<file path="config.mk">
export PLATFORM = sky130hd
export DESIGN_NAME = splitmix_byte_rotate_decrypt
export DESIGN_NICKNAME = d
export VERILOG_FILES = /design/src/hw/rtl/sbrd_pkg.sv /design/src/hw/rtl/sbrd_front.sv /design/src/hw/rtl/sbrd_queue.sv /design/src/hw/rtl/sbrd_back.sv /design/src/hw/rtl/splitmix_byte_rotate_decrypt.sv
export SDC_FILE = /design/constraint.sdc
export NUM_CORES = 2
export LEC_CHECK = 0
export BUFFER_PORTS_ARGS = -buffer_cell sky130_fd_sc_hd__buf_2
export CAP_MARGIN = 10
export CELL_PAD_IN_SITES_DETAIL_PLACEMENT = 0
export CELL_PAD_IN_SITES_GLOBAL_PLACEMENT = 2
export CORE_MARGIN = 1.5
export CORE_UTILIZATION = 40
export CTS_CLUSTER_DIAMETER = 30
export DETAILED_ROUTE_END_ITERATION = 10
export PLACE_DENSITY_LB_ADDON = 0.1
export SYNTH_ARGS = -nofsm -noshare
export SYNTH_HDL_FRONTEND = slang
export SYNTH_SLANG_ARGS = --single-unit
</file>
<file path="constraint.sdc">
create_clock -name clk -period 9.88 [get_ports clk]
set_input_delay 0 -clock clk [delete_from_list [all_inputs] [get_ports clk]]
set_output_delay 0 -clock clk [all_outputs]
set_load 0.005 [all_outputs]
</file>
<file path="src/hw/rtl/sbrd_pkg.sv">
// shared types, constants and helpers for the byte rotate decryptor
`timescale 1ns / 1ps

package sbrd_pkg;

  localparam int unsigned CTR_W = 64;
  localparam int unsigned QDEPTH = 4;
  localparam int unsigned QAW = $clog2(QDEPTH);

  localparam logic [CTR_W-1:0] SEED_VALUE = 64'hB4A57B0F6DEDABED;
  // adding this is the same as subtracting 0x61C8864680B583EB
  localparam logic [CTR_W-1:0] GOLDEN_STEP = 64'h9E3779B97F4A7C15;
  localparam logic [CTR_W-1:0] MIX_MUL_A = 64'hBF58476D1CE4E5B9;
  localparam logic [CTR_W-1:0] MIX_MUL_B = 64'h94D049BB133111EB;

  typedef struct packed {
    logic [7:0] in_byte;
    logic       starts_string;
  } in_item_t;

  typedef struct packed {
    logic [7:0] out_byte;
    logic       string_end;
  } out_item_t;

  // classified item between front and back
  typedef struct packed {
    logic [7:0]       data;
    logic             mix;      // byte needs the keystream rotate
    logic             fin;      // string end flag
    logic [CTR_W-1:0] counter;  // advanced counter, used when mix is set
  } work_t;

  function automatic logic [7:0] rotr8(input logic [7:0] b, input logic [2:0] r);
    logic [15:0] w;
    w = {b, b} >> r;
    return w[7:0];
  endfunction

endpackage

</file>
<file path="src/hw/rtl/sbrd_front.sv">
// front end: header handling, mode and counter update, classification
`timescale 1ns / 1ps

module sbrd_front (
  input  logic              clk,
  input  logic              rst,
  input  logic              take,
  input  sbrd_pkg::in_item_t item,
  output sbrd_pkg::work_t   entry
);

  logic [sbrd_pkg::CTR_W-1:0] key_counter;
  logic [sbrd_pkg::CTR_W-1:0] key_counter_next;
  logic                       encrypted_mode;
  logic                       encrypted_mode_next;
  logic [sbrd_pkg::CTR_W-1:0] stepped;

  assign stepped = key_counter + sbrd_pkg::GOLDEN_STEP;

  always_comb begin
    key_counter_next    = key_counter;
    encrypted_mode_next = encrypted_mode;
    entry.data    = item.in_byte;
    entry.mix     = 1'b0;
    entry.fin     = 1'b0;
    entry.counter = stepped;
    if (item.starts_string) begin
      entry.data = 8'd0;
      if (item.in_byte == 8'd0) begin
        entry.fin           = 1'b1;
        encrypted_mode_next = 1'b0;
      end else begin
        encrypted_mode_next = 1'b1;
        key_counter_next    = sbrd_pkg::SEED_VALUE;
      end
    end else if (item.in_byte == 8'd0) begin
      // terminator: counter holds
      entry.fin = 1'b1;
    end else if (encrypted_mode) begin
      entry.mix        = 1'b1;
      key_counter_next = stepped;
    end
  end

  always_ff @(posedge clk) begin
    if (rst) begin
      key_counter    <= sbrd_pkg::SEED_VALUE;
      encrypted_mode <= 1'b0;
    end else if (take) begin
      key_counter    <= key_counter_next;
      encrypted_mode <= encrypted_mode_next;
    end
  end

endmodule

</file>
<file path="src/hw/rtl/sbrd_queue.sv">
// short queue between front and back
`timescale 1ns / 1ps

module sbrd_queue (
  input  logic             clk,
  input  logic             rst,
  input  logic             wr,
  input  sbrd_pkg::work_t  wr_data,
  input  logic             rd,
  output sbrd_pkg::work_t  rd_data,
  output logic             full,
  output logic             empty
);

  sbrd_pkg::work_t          slots [sbrd_pkg::QDEPTH];
  logic [sbrd_pkg::QAW-1:0] head;
  logic [sbrd_pkg::QAW-1:0] tail;
  logic [sbrd_pkg::QAW:0]   count;

  assign full    = (count == (sbrd_pkg::QAW+1)'(sbrd_pkg::QDEPTH));
  assign empty   = (count == '0);
  assign rd_data = slots[head];

  always_ff @(posedge clk) begin
    if (wr) begin
      slots[tail] <= wr_data;
    end
  end

  always_ff @(posedge clk) begin
    if (rst) begin
      head  <= '0;
      tail  <= '0;
      count <= '0;
    end else begin
      if (wr) begin
        tail <= tail + 1'b1;
      end
      if (rd) begin
        head <= head + 1'b1;
      end
      case ({wr, rd})
        2'b10:   count <= count + 1'b1;
        2'b01:   count <= count - 1'b1;
        default: count <= count;
      endcase
    end
  end

endmodule

</file>
<file path="src/hw/rtl/sbrd_back.sv">
// back end: splitmix finaliser on one shared 32x32 multiplier, rotate, result register
`timescale 1ns / 1ps

module sbrd_back (
  input  logic               clk,
  input  logic               rst,
  input  logic               q_empty,
  input  sbrd_pkg::work_t    q_data,
  output logic               q_rd,
  input  logic               pop,
  output logic               empty,
  output sbrd_pkg::out_item_t result
);

  localparam logic [1:0] S_IDLE = 2'd0;
  localparam logic [1:0] S_MUL  = 2'd1;
  localparam logic [1:0] S_XOR  = 2'd2;
  localparam logic [1:0] S_OUT  = 2'd3;

  localparam logic [1:0] STEP_LL = 2'd0;  // low x low, full width
  localparam logic [1:0] STEP_HL = 2'd1;  // high x low, upper half only
  localparam logic [1:0] STEP_LH = 2'd2;  // low x high, upper half only

  logic [1:0]  state;
  logic [1:0]  step;
  logic        pass;
  logic [63:0] op;
  logic [63:0] acc;
  logic [7:0]  data;
  logic        out_valid;
  logic        slot_free;
  logic        res_load;  // result register takes a new value
  logic [63:0] coef;
  logic [31:0] mul_a;
  logic [31:0] mul_b;
  logic [63:0] prod;
  logic [63:0] fin_mix;

  assign empty     = ~out_valid;
  assign slot_free = ~out_valid | pop;
  assign q_rd      = (state == S_IDLE) && !q_empty && slot_free;
  assign res_load  = (q_rd && !q_data.mix) || ((state == S_OUT) && slot_free);

  assign coef  = pass ? sbrd_pkg::MIX_MUL_B : sbrd_pkg::MIX_MUL_A;
  assign mul_a = (step == STEP_HL) ? op[63:32] : op[31:0];
  assign mul_b = (step == STEP_LH) ? coef[63:32] : coef[31:0];
  assign prod  = mul_a * mul_b;

  assign fin_mix = acc ^ (acc >> 31);

  always_ff @(posedge clk) begin
    case (state)
      S_IDLE: begin
        if (q_rd) begin
          data <= q_data.data;
          op   <= q_data.counter ^ (q_data.counter >> 30);
          step <= STEP_LL;
          pass <= 1'b0;
        end
      end
      S_MUL: begin
        if (step == STEP_LL) begin
          acc <= prod;
        end else begin
          acc[63:32] <= acc[63:32] + prod[31:0];
        end
        step <= step + 1'b1;
      end
      S_XOR: begin
        op   <= acc ^ (acc >> 27);
        step <= STEP_LL;
        pass <= 1'b1;
      end
      default: begin
      end
    endcase
  end

  always_ff @(posedge clk) begin
    if (rst) begin
      state     <= S_IDLE;
      out_valid <= 1'b0;
    end else begin
      if (res_load) begin
        out_valid <= 1'b1;
      end else if (pop) begin
        out_valid <= 1'b0;
      end
      case (state)
        S_IDLE: begin
          if (q_rd) begin
            if (q_data.mix) begin
              state <= S_MUL;
            end else begin
              result.out_byte   <= q_data.data;
              result.string_end <= q_data.fin;
            end
          end
        end
        S_MUL: begin
          if (step == STEP_LH) begin
            state <= pass ? S_OUT : S_XOR;
          end
        end
        S_XOR: begin
          state <= S_MUL;
        end
        S_OUT: begin
          if (slot_free) begin
            result.out_byte   <= sbrd_pkg::rotr8(data, fin_mix[2:0]);
            result.string_end <= 1'b0;
            state             <= S_IDLE;
          end
        end
        default: begin
          state <= S_IDLE;
        end
      endcase
    end
  end

endmodule

</file>
<file path="src/hw/rtl/splitmix_byte_rotate_decrypt.sv">
// top level of the byte rotate string decryptor
`timescale 1ns / 1ps

// Byte-serial decryptor for obfuscated strings, queue-like on both sides.
// Each string opens with a header byte (starts_string set): a zero header
// selects plain text and is flagged as a string end, a nonzero header
// selects encrypted text and reloads the 64-bit counter with the seed; the
// header itself comes out as a zero byte. A zero string byte is the
// terminator and comes out as zero with string_end set. In encrypted mode
// every other byte advances the counter by the golden-ratio step and is
// rotated right by the low three bits of the splitmix64 finaliser of the
// new counter. Exactly one result per input, in input order.
// Rate: headers, terminators and plain bytes stream at one per cycle while
// the back end is idle and results are popped. An encrypted byte holds the
// back end: the finaliser's two 64-bit products are each built from three
// passes through one 32x32 multiplier, plus a load, an xor-shift and an
// output step. A four-entry queue after the front end lets input keep
// flowing while the back end is busy; full rises once it fills.

module splitmix_byte_rotate_decrypt (
  input  logic                clk,
  input  logic                rst,
  input  logic                push,
  output logic                full,
  input  sbrd_pkg::in_item_t  item,
  output logic                empty,
  input  logic                pop,
  output sbrd_pkg::out_item_t result
);

  logic            take;     // input transfer this cycle
  logic            pop_ok;   // result transfer this cycle
  sbrd_pkg::work_t wr_entry;
  sbrd_pkg::work_t rd_entry;
  logic            q_rd;
  logic            q_empty;

  assign take   = push & ~full;
  assign pop_ok = pop & ~empty;

  // front end: mode and counter, one adder per byte
  sbrd_front u_front (
    .clk   (clk),
    .rst   (rst),
    .take  (take),
    .item  (item),
    .entry (wr_entry)
  );

  // decoupling queue; its full flag is the input side's back-pressure
  sbrd_queue u_queue (
    .clk     (clk),
    .rst     (rst),
    .wr      (take),
    .wr_data (wr_entry),
    .rd      (q_rd),
    .rd_data (rd_entry),
    .full    (full),
    .empty   (q_empty)
  );

  // back end: keystream mixing, rotate and the output register
  sbrd_back u_back (
    .clk     (clk),
    .rst     (rst),
    .q_empty (q_empty),
    .q_data  (rd_entry),
    .q_rd    (q_rd),
    .pop     (pop_ok),
    .empty   (empty),
    .result  (result)
  );

`ifndef SYNTHESIS
  // a header transfer never asks for the rotate
  a_header_no_mix: assert property (@(posedge clk) disable iff (rst)
    take && item.starts_string |-> !wr_entry.mix)
    else $error("header item classified for mixing");

  // a zero byte always ends the string and is never mixed
  a_zero_is_end: assert property (@(posedge clk) disable iff (rst)
    take && (item.in_byte == 8'd0) |-> wr_entry.fin && !wr_entry.mix)
    else $error("zero byte not classified as string end");

  // the back end only reads a queue that holds something
  a_no_read_empty: assert property (@(posedge clk) disable iff (rst)
    q_rd |-> !q_empty)
    else $error("queue read while empty");

  // nothing is waiting on the result side straight after reset
  a_reset_empty: assert property (@(posedge clk)
    $past(rst) |-> empty)
    else $error("result pending after reset");
`endif

endmodule

</file>
==> run summary <==
The run finished with clean final reports. Leaving out fill and tap cells, the most frequent cells in the layout are sky130_fd_sc_hd__inv_1 (1,010), sky130_fd_sc_hd__fa_1 (813), sky130_fd_sc_hd__edfxtp_1 (444), sky130_fd_sc_hd__buf_4 (407), sky130_fd_sc_hd__nand2_1 (385). The first global-routing pass estimated 273,000 um of wire. Of the cells placed in the final design, the portion with a size suffix greater than 1 is 0.151. Leaving out fill and tap cells, the most frequent cell in the layout is sky130_fd_sc_hd__inv_1.

The cell repeated most along the worst path is sky130_fd_sc_hd__fa_1. The flop-to-flop setup slack came out at 0.35 ns. Of all cell types, the one taking the most synthesized area is sky130_fd_sc_hd__fa_1. The portion of the clock cycle consumed by the worst path in the final layout came out at 0.964. The number of clock sinks is 521. The via count of the first global-routing pass came out at 39,900. With fillers left out, the area of the finished cells amounts to 0.0620 mm2. The number of DRC violations after detailed routing is 0.

TritonCTS built the clock tree. The met2 track utilization from global routing is 0.475. Detailed placement finished with a half-perimeter wire length of 158,000 um. The post-synthesis cell type count came out at 84. The worst setup path is launched from a flip-flop. The start point of the worst hold path is pop. The number of inserted diodes is 0. The relative slew slack came out at 0.236. The dominant register cell in the synthesized netlist is sky130_fd_sc_hd__edfxtp_1. The post-layout minimum cycle time is 9.53 ns. The startpoint identified for the worst register-to-register timing path is u_back.step[1]. The width of the chip came out at 368 um. The global routing stage identified its most utilized layer as met2. The number of enable flip-flop cells after synthesis is 444.

The overall routed net length is 185,000 um. The initial DRC count came out at 2,717. The worst clock skew is 0.0517 ns. The actual transition at the worst max-transition pin came out at 1.14 ns. For this run, the detailed router's first-pass iteration total came to 5.

Based on the critical path, the design can be clocked at up to 105 MHz. The number of cell instances on the worst register-to-register path came out at 40. The synthesis warning total is 0. The total global routing track utilization came out at 0.278.

For met3 alone, demand over resource in global routing was 0.0275. Compared with the post-synthesis result, the final layout area differs by 16.2%. The clock-pin slew on the worst setup and hold paths came out at 0.06 ns.

The final net count is 6,550. The hold violation total from the final report is 0. The post-route setup TNS is 0 ns. For this design, the slowest cell found on the critical path is sky130_fd_sc_hd__fa_1. The proportion of netlist area held by the largest area contributor came out at 0.308. The count of buffers from port buffering is 23. The worst hold path terminates at u_back.out_valid. The number of rows created at floorplan came out at 133. The arrival time of data at the critical path endpoint came out at 9.85 ns. Measured along the y axis, the die boundary spans 368 um. The number of nets produced by synthesis came out at 6,173. Setup violations remaining at the end of the flow were counted as 0. The number of cells produced by synthesis is 4,961. CTS built an H-tree with a depth of 3. Clock tree synthesis inserted a total of 89 buffers. The ratio of routed vias to standard cells came out at 5.16. The detail-routed net length per standard cell is 25.7 um. The fraction of the yosys area taken by sequential cells is 0.279. Yosys attributes the largest share of cell area to sky130_fd_sc_hd__fa_1 (31%), sky130_fd_sc_hd__edfxtp_1 (25%), sky130_fd_sc_hd__ha_1 (8.9%), sky130_fd_sc_hd__inv_1 (7.2%), sky130_fd_sc_hd__mux4_2 (3.1%). Global routing finished with a remaining overflow of 0. The cell count of the worst hold path came out at 4.

The post-place instance area is 0.0582 mm2. The later pin in the worst-skew pair is clocked with a latency of 0.65 ns. For the worst setup path, the data required time is 10.21 ns. The final worst setup slack came out at 0.352 ns. The starting density of the core came out at 0.404. The longest clock path from root to sink contains 3 buffers.

The met1 routing resource usage after global routing came out at 0.384. The flip-flop and latch count after synthesis is 521. At the end of the flow the core is filled with cells to 0.470.

The full die area is 0.135 mm2. The cell family contributing the most delay on the critical path is adder cells. The overall via count from detail_route is 37,000. The post-synthesis instance area came out at 0.0533 mm2.

Averaged over all synthesized cells, the footprint is 10.7 um2. Timing analysis after detailed placement gives a worst setup slack of -0.0444 ns. The max-cap check violation count came out at 0. The I/O pin count is 24. The area of the core came out at 0.132 mm2.

The biggest cell delay along the critical path is 0.58 ns. The maximum number of pins on one net before global-route repair came out at 64. At the end of routability-driven placement, the weighted congestion stood at 0.950. The detail route stage leaves a number of antenna-violating nets equal to 0. The critical path is of the reg -> reg type. The worst setup path is captured at a flip-flop. The final number of max-transition violations is 0. The count of buffering cells on the critical path with inverters included is 10. The class of the tightest hold or removal check is in -> reg. The async set-reset flop share out of synthesis came out at 0. The highest net fanout along the worst path came out at 8. The initial antenna violation count is 3.

The endpoint identified for the worst register-to-register timing path is u_back.acc[63]. The cell sitting at the root of the clock tree is a sky130_fd_sc_hd__clkbuf_16.
## worst min-delay path: stages
cell                            delay, ns
sky130_fd_sc_hd__dlygate4sd3_1       0.52
sky130_fd_sc_hd__buf_2               0.09
sky130_fd_sc_hd__nand2b_1            0.17
sky130_fd_sc_hd__a31oi_1             0.10
## cells by family after synthesis
kind of cell / count (synthesis) / share of synthesized area
adder cells (fa/ha/maj): 1201 / 0.397
AND/OR/NAND/NOR: 1071 / 0.0880
multiplexers: 130 / 0.0422
flip-flops: 521 / 0.279
buffers and inverters: 1189 / 0.0841
AO/OA/AOI/OAI: 627 / 0.0730
XOR/XNOR: 222 / 0.0365
## worst max-delay path by stage
stage	start	slack, ns	depth (start not counted)	endpoint
finish	u_back.step[1]	0.35	40	u_back.acc[63]
global route	u_back.step[1]	-0.03	42	u_back.acc[63]
CTS	u_back.step[1]	0.01	42	u_back.acc[61]
detailed placement	u_back.step[0]	-0.04	39	u_back.acc[61]
global placement	u_back.step[0]	0.02	39	u_back.acc[61]
floorplan	u_back.step[1]	0.03	38	u_back.acc[61]
## through the flow
step	instances	hold slack [ns]
3_3_place_gp	6980	0.393
2_1_floorplan	4961	0.244
4_1_cts	7160	0.258
3_5_place_dp	6980	0.396
6_report	7170	0.283
5_1_grt	7170	0.305
## state kept, by name, indices dropped and copies added (netlist names), named ones only
name                    count
u_back.pass                 1
u_back.step                 2
u_queue.count               3
u_back.result               9
u_back.out_valid            1
u_queue.head                2
u_queue.tail                2
u_back.state                2
u_front.encrypted_mode      1
u_back.acc                 64
u_queue.slots             296
u_back.data                 8
u_front.key_counter        64
u_back.op                  64
## layout make-up
cell class / count / area (um2)
Timing Repair Buffer: 452 / 3450
Fill cell: 12600 / 69800
Clock inverter: 70 / 886
Sequential cell: 521 / 14900
Multi-Input combinational cell: 3251 / 34400
Inverter: 1023 / 3840
Tap cell: 1755 / 2200
Clock buffer: 98 / 2270
## cell usage after synthesis, types with 17 or more instances
library cell and instances:
sky130_fd_sc_hd__a31oi_1 30, sky130_fd_sc_hd__inv_1 1019, sky130_fd_sc_hd__dfxtp_1 77, sky130_fd_sc_hd__o31ai_1 17, sky130_fd_sc_hd__nand4_1 30, sky130_fd_sc_hd__and2_1 20, sky130_fd_sc_hd__mux2i_1 40, sky130_fd_sc_hd__clkbuf_1 140
sky130_fd_sc_hd__o21ai_0 134, sky130_fd_sc_hd__edfxtp_1 444, sky130_fd_sc_hd__xnor2_1 125, sky130_fd_sc_hd__fa_1 819, sky130_fd_sc_hd__ha_1 380, sky130_fd_sc_hd__a21oi_1 217, sky130_fd_sc_hd__xor2_1 97, sky130_fd_sc_hd__nor3_1 34
sky130_fd_sc_hd__nand2_1 388, sky130_fd_sc_hd__nand3_1 42, sky130_fd_sc_hd__and3_1 27, sky130_fd_sc_hd__mux4_2 74, sky130_fd_sc_hd__nor2b_1 26, sky130_fd_sc_hd__a21o_1 51, sky130_fd_sc_hd__nor2_1 401, sky130_fd_sc_hd__o22ai_1 28
sky130_fd_sc_hd__buf_1 17, sky130_fd_sc_hd__or3_1 18, sky130_fd_sc_hd__nand2b_1 39
## metal layers
layer / up-vias / wire length [um] / part of all wire
met4: 2 / 3530 / 0.019
li1: 16900 / - / -
met2: 829 / 91600 / 0.50
met5: - / 13 / 0.000070
met3: 174 / 8160 / 0.044
met1: 19100 / 81300 / 0.44
## what timing repair did
action,4_1_cts,5_1_grt
pin swaps,0,18
setup endpoints to repair,4,18
resized for setup,4,115
hold endpoints to repair,63,0
setup buffers,0,10
hold buffers,12,0
Power is not shown: default switching activity piles up to over one toggle a cycle in this logic, so the estimate is an artifact.
